**config.mk**
```make
export PLATFORM = sky130hd
export DESIGN_NAME = qcpn_ctrl
export DESIGN_NICKNAME = d
export VERILOG_FILES = /design/src/rtl/qcpn_pkg.sv /design/src/rtl/qcpn_ctrl.sv
export SDC_FILE = /design/constraint.sdc
export NUM_CORES = 1
export LEC_CHECK = 0
export BUFFER_PORTS_ARGS = -buffer_cell sky130_fd_sc_hd__buf_2
export CAP_MARGIN = 5
export CORE_ASPECT_RATIO = 0.6
export CORE_MARGIN = 4
export CORE_UTILIZATION = 34
export DETAILED_ROUTE_END_ITERATION = 16
export GPL_TIMING_DRIVEN = 0
export PLACE_DENSITY_LB_ADDON = 0.12
export SYNTH_ARGS = -nofsm -noshare
export SYNTH_HDL_FRONTEND = slang
export SYNTH_SLANG_ARGS = --single-unit
export TNS_END_PERCENT = 30
```
**constraint.sdc**
```tcl
create_clock -name clk_i -period 2 [get_ports clk_i]
set_clock_uncertainty 0.2 [all_clocks]
set_input_delay 0.6 -clock clk_i [delete_from_list [all_inputs] [get_ports clk_i]]
set_output_delay 0.6 -clock clk_i [all_outputs]
set_load 0.02 [all_outputs]
```
**src/rtl/qcpn_pkg.sv**
```systemverilog
// Package for the quaternion chain product block: widths, command and status structs.
// No dependencies.
`default_nettype none
package qcpn_pkg;
  localparam int IN_W = 16;
  localparam int ACC_W = 32;
  localparam int CFG_W = 25;
  localparam int SUM_W = 64;
  localparam int LEN_W = 32;
  localparam int QUO_W = 17;

  typedef struct packed {
    logic       clear;      // return accumulator to identity
    logic       load_in;    // capture input quaternion
    logic       acc_load;   // copy the finished product into the accumulator
    logic       mac;        // one product term
    logic [1:0] comp;       // component index
    logic [1:0] term;       // term index
    logic       commit;     // write product component
    logic       sq;         // square and add one component
    logic       sqrt_start;
    logic       sqrt_step;
    logic       div_start;
    logic       div_step;
    logic       finish;     // write one output component
  } qcpn_cmd_t;

  typedef struct packed {
    logic len_ok;
  } qcpn_sts_t;
endpackage
`default_nettype wire

```
**src/rtl/qcpn_ctrl.sv**
```systemverilog
// Controller sequencing product, length and division steps.
// Depends on qcpn_pkg.
`default_nettype none
module qcpn_ctrl import qcpn_pkg::*; (
  input  wire logic clk_i,
  input  wire logic rst_ni,
  input  wire logic in_valid_i,
  input  wire logic in_last_i,
  output logic in_ready_o,
  output logic out_valid_o,
  input  wire logic out_ready_i,
  output qcpn_cmd_t cmd_o,
  input  wire qcpn_sts_t sts_i
);
  localparam logic [2:0] S_IDLE = 3'd0, S_MAC = 3'd1, S_APPLY = 3'd2, S_SQ = 3'd3,
                         S_SQRT = 3'd4, S_DIV = 3'd5, S_OUT = 3'd6;
  logic [2:0] state_q, state_d;
  logic [1:0] comp_q, comp_d, term_q, term_d;
  logic [6:0] cnt_q, cnt_d;
  logic last_q, last_d, ov_q, ov_d;

  assign in_ready_o = state_q == S_IDLE;
  assign out_valid_o = ov_q;

  always_comb begin
    state_d = state_q; comp_d = comp_q; term_d = term_q; cnt_d = cnt_q;
    last_d = last_q; ov_d = ov_q && !out_ready_i;
    cmd_o = '0; cmd_o.comp = comp_q; cmd_o.term = term_q;
    case (state_q)
      S_IDLE: if (in_valid_i && in_ready_o) begin
        cmd_o.load_in = 1'b1; last_d = in_last_i; state_d = S_MAC;
        comp_d = '0; term_d = '0;
      end
      S_MAC: begin
        cmd_o.mac = 1'b1; term_d = term_q + 2'd1;
        if (term_q == 2'd3) state_d = S_APPLY;
      end
      S_APPLY: begin
        cmd_o.commit = 1'b1; comp_d = comp_q + 2'd1;
        if (comp_q == 2'd3) begin
          state_d = S_SQ; comp_d = '0;
        end else state_d = S_MAC;
      end
      S_SQ: begin
        if (cnt_q == 7'd0) begin cmd_o.acc_load = 1'b1; cnt_d = 7'd1; end
        else if (!last_q) begin state_d = S_IDLE; cnt_d = '0; end
        else begin
          cmd_o.sq = 1'b1; comp_d = comp_q + 2'd1;
          if (comp_q == 2'd3) begin state_d = S_SQRT; cmd_o.sqrt_start = 1'b0; cnt_d = '0; end
        end
      end
      S_SQRT: begin
        if (cnt_q == 7'd0) cmd_o.sqrt_start = 1'b1; else cmd_o.sqrt_step = 1'b1;
        cnt_d = cnt_q + 7'd1;
        if (cnt_q == 7'd33) begin state_d = S_DIV; cnt_d = '0; comp_d = '0; end
      end
      S_DIV: begin
        if (cnt_q == 7'd0) cmd_o.div_start = 1'b1;
        else cmd_o.div_step = 1'b1;
        cnt_d = cnt_q + 7'd1;
        if (cnt_q == 7'd64 || !sts_i.len_ok) begin state_d = S_OUT; cnt_d = '0; end
      end
      S_OUT: begin
        // hold the write-out while the previous result waits
        if (!ov_q) begin
          cmd_o.finish = 1'b1; comp_d = comp_q + 2'd1;
          if (comp_q == 2'd3) begin
            cmd_o.clear = 1'b1; ov_d = 1'b1; state_d = S_IDLE; comp_d = '0;
          end else state_d = S_DIV;
        end
      end
      default: state_d = S_IDLE;
    endcase
  end

  always_ff @(posedge clk_i or negedge rst_ni) begin
    if (!rst_ni) begin
      state_q <= S_IDLE; comp_q <= '0; term_q <= '0; cnt_q <= '0; last_q <= 1'b0; ov_q <= 1'b0;
    end else begin
      state_q <= state_d; comp_q <= comp_d; term_q <= term_d; cnt_q <= cnt_d;
      last_q <= last_d; ov_q <= ov_d;
    end
  end

`ifndef SYNTHESIS
  a_no_overwrite: assert property (@(posedge clk_i) disable iff (!rst_ni)
    ov_q |-> !cmd_o.finish) else $error("result overwritten while pending");
  a_ov_holds: assert property (@(posedge clk_i) disable iff (!rst_ni)
    ov_q && !out_ready_i |=> ov_q) else $error("result dropped");
  a_clear_out: assert property (@(posedge clk_i) disable iff (!rst_ni)
    cmd_o.clear |=> ov_q) else $error("clear without result");
`endif
endmodule
`default_nettype wire

```
==> results.toml <==
[logic_synthesis]
seq_area_frac_synth_pct = 35.8
synth_seq_cells = 16
synthXorXnorAreaFrac_pct = 0
syn_area_um2 = 1120
post-synth-top-area-cell = "dfrtp_1"
synth_cells = 118
synth_fa_ha_area_share_pct = 5.59
synth_nets = 129
muxShareOfSynthArea_pct = 5.25
yosys.area_share.simple_pct = 28.3
synth_area_leaders = "dfrtp_1 (36%), ha_1 (5.6%), a21o_1 (4.0%), nor3b_1 (4.0%), and3_1 (3.4%)"
ys_warn_count = 0
synth_top_family_by_area = "simple AND/OR/NAND/NOR gates"
yosysTopAreaCellShare_pct = 35.8
syn_area_per_cell_um2 = 9.49
synth_compound_area_share_pct = 19.2
ys_types = 43

[cells_and_area]
utilization_pct = 53.8
final_cell_mix = "dfrtp_1 (15), buf_4 (13), buf_2 (12)"
area_delta_synth_final_pct = 44.2
diodes = 0
final_common_cell = "dfrtp_1"
fillerInstances = 280
instances_no_fill = 194
num-nets-final = 165
drive_above_1_share_pct = 52.0

[route]
dr.pass1.iters = 4
vias = 1010
wirelength_um = 3060
vias_per_cell = 5.21
ant_nets = 0
first_iter_violations = 44
wl_per_cell_um = 15.8
post-route-drc-count = 0

[placed_design]
gp_congestion = 0.790
portBuffers = 22
pre_cts_slack_ns = -0.232
dp_hpwl_um = 2170
dp_cells = 182

[pwr]
total_power_uw = 2510
ir_worst_vdd_uv = 708
powerDensity_nw_per_um2 = 1560
leakage_uw = 0.000803

[die]
dieArea_um2 = 4310
initial_core_util_pct = 37.3
core_um2 = 3000
die_y_um = 52.5
die_x_um = 82.1
num_rows = 15
io_pins = 23

[clock_tree]
tritoncts = "done"
numCtsBuffers = 3
clk_pin_slew_ns = 0.06
cts.sinks = 16
cts-hold-fix-buffers = 0
clockBufferDepth = 2
insertion_delay_ns = 0.25
cts_root_buffer = "clkbuf_8"
htree_num_levels = 1

[critical_path]
cp_max_fo = 6
cp.arrival_ns = 1.56
path_class = "flop to output pin"
worst_setup_path_end_kind = "output pin"
cp-start-kind = "flop"
required_ns = 1.20
worstReg2RegStart = "cnt_q[0]"
startpoint = "cnt_q[1]"

[global_routing]
grt_pass1_vias = 1040
grt_max_degree = 17
overflow = 0
track_usage_pct = 15.9
grt_pass1_wl_um = 5040
grt_antenna_before_repair = 0

[sta]
setup_viol = 17
setup_ws_ns = -0.355
worstMarginPinSlew_ns = 0.400
post-route-period-util_pct = 118
slew_violations = 0
timing.fmax_ghz = 0.425
rsz0062_at_grt = "yes"
slew_headroom_pct = 73.3
hold_violations = 0
setup_tns_ns = -2.84
fin_crit_ns = 2.36

[status]
status = "finished with violations"
violations = "setup timing"

[run]
cap_violations = 0

[hold_path]
hp-class = "input port to asynchronous set/reset pin"
[synth_stat cells, drive strengths merged]
cell    instances
a211oi          1
a21o            6
a21oi           4
a221oi          1
a22o            1
a311o           1
a311oi          1
a31o            1
and2            3
and3            8
and3b           1
buf             6
dfrtp          16
ha              5
inv             6
mux2            4
mux2i           1
nand2          10
nand2b          5
nand3           3
nand4b          1
nor2            3
nor2b           4
nor3            6
nor3b           7
o21a            1
o21ai           9
o21ba           1
o221ai          1
o22ai           1
[routing by layer]
layer	vias up	share of wire [%]	track usage, %
met5	-	0	0
met4	0	0.82	4.97
met3	2	4.1	4.30
met2	19	46	23.3
met1	494	49	22.6
li1	495	-	-
[report_power, final]
| group | leakage [µW] | total, µW | internal [µW] | switching [µW] |
|---|---|---|---|---|
| registers | 0.000206 | 530 | 428 | 102 |
| clock network | 0.0000216 | 240 | 134 | 107 |
| logic | 0.000576 | 1740 | 836 | 906 |
| total | 0.000803 | 2510 | 1400 | 1110 |
[what timing repair did]
item	in CTS	in global routing
gates resized for setup	40	6
setup buffers	7	2
endpoints found under the setup margin	23	23
pin swaps	9	1
[cells by family (layout without fill, tap and decap cells)]
kind of cell             count (synthesis)  count (layout)
AO/OA/AOI/OAI                           29              29
adder cells (fa/ha/maj)                  5               5
buffers and inverters                   12              46
flip-flops                              16              16
multiplexers                             5               5
AND/OR/NAND/NOR                         51              51
[sequential cells by signal, indices dropped and copies added (netlist names)]
name,cells
cnt_q,7
last_q,1
out_valid_o,1
comp_q,2
term_q,2
state_q,3
[through the flow]
step	instance area, µm²	hold slack [ns]
global placement	1340	0.310
detailed placement	1340	0.318
global route	1620	0.0968
CTS	1570	0.0834
floorplan	1180	0.104
finish	1620	0.0703
[worst max-delay path, stage by stage (launching register included)]
cell and delay, ns:
dfrtp_1 0.39, inv_2 0.08, ha_4 0.11, nor3b_4 0.22
nand2_2 0.16, and3_4 0.22, buf_6 0.12
[worst paths after layout]
path	endpoint	slack, ns	cells past startpoint
hold reg to reg	term_q[0]	0.34	1
setup reg to reg	state_q[2]	-0.17	7
min in group clk_i	term_q[0]	0.34	1
hold / removal	out_valid_o	0.07	1
max in group asynchronous	state_q[2]	1.23	1
setup / recovery	cmd_o[5]	-0.36	6
[area by class of cell]
cell class	count	area [µm²]	area share (%)
multi-input combinational	90	792	49.0
sequential	16	402	24.9
timing repair buffer	31	225	13.9
buffer	6	80.1	4.96
tap	42	52.6	3.25
clock buffer	3	41.3	2.56
inverter	6	22.5	1.39
Note: power is estimated with default switching activity, not from simulation.
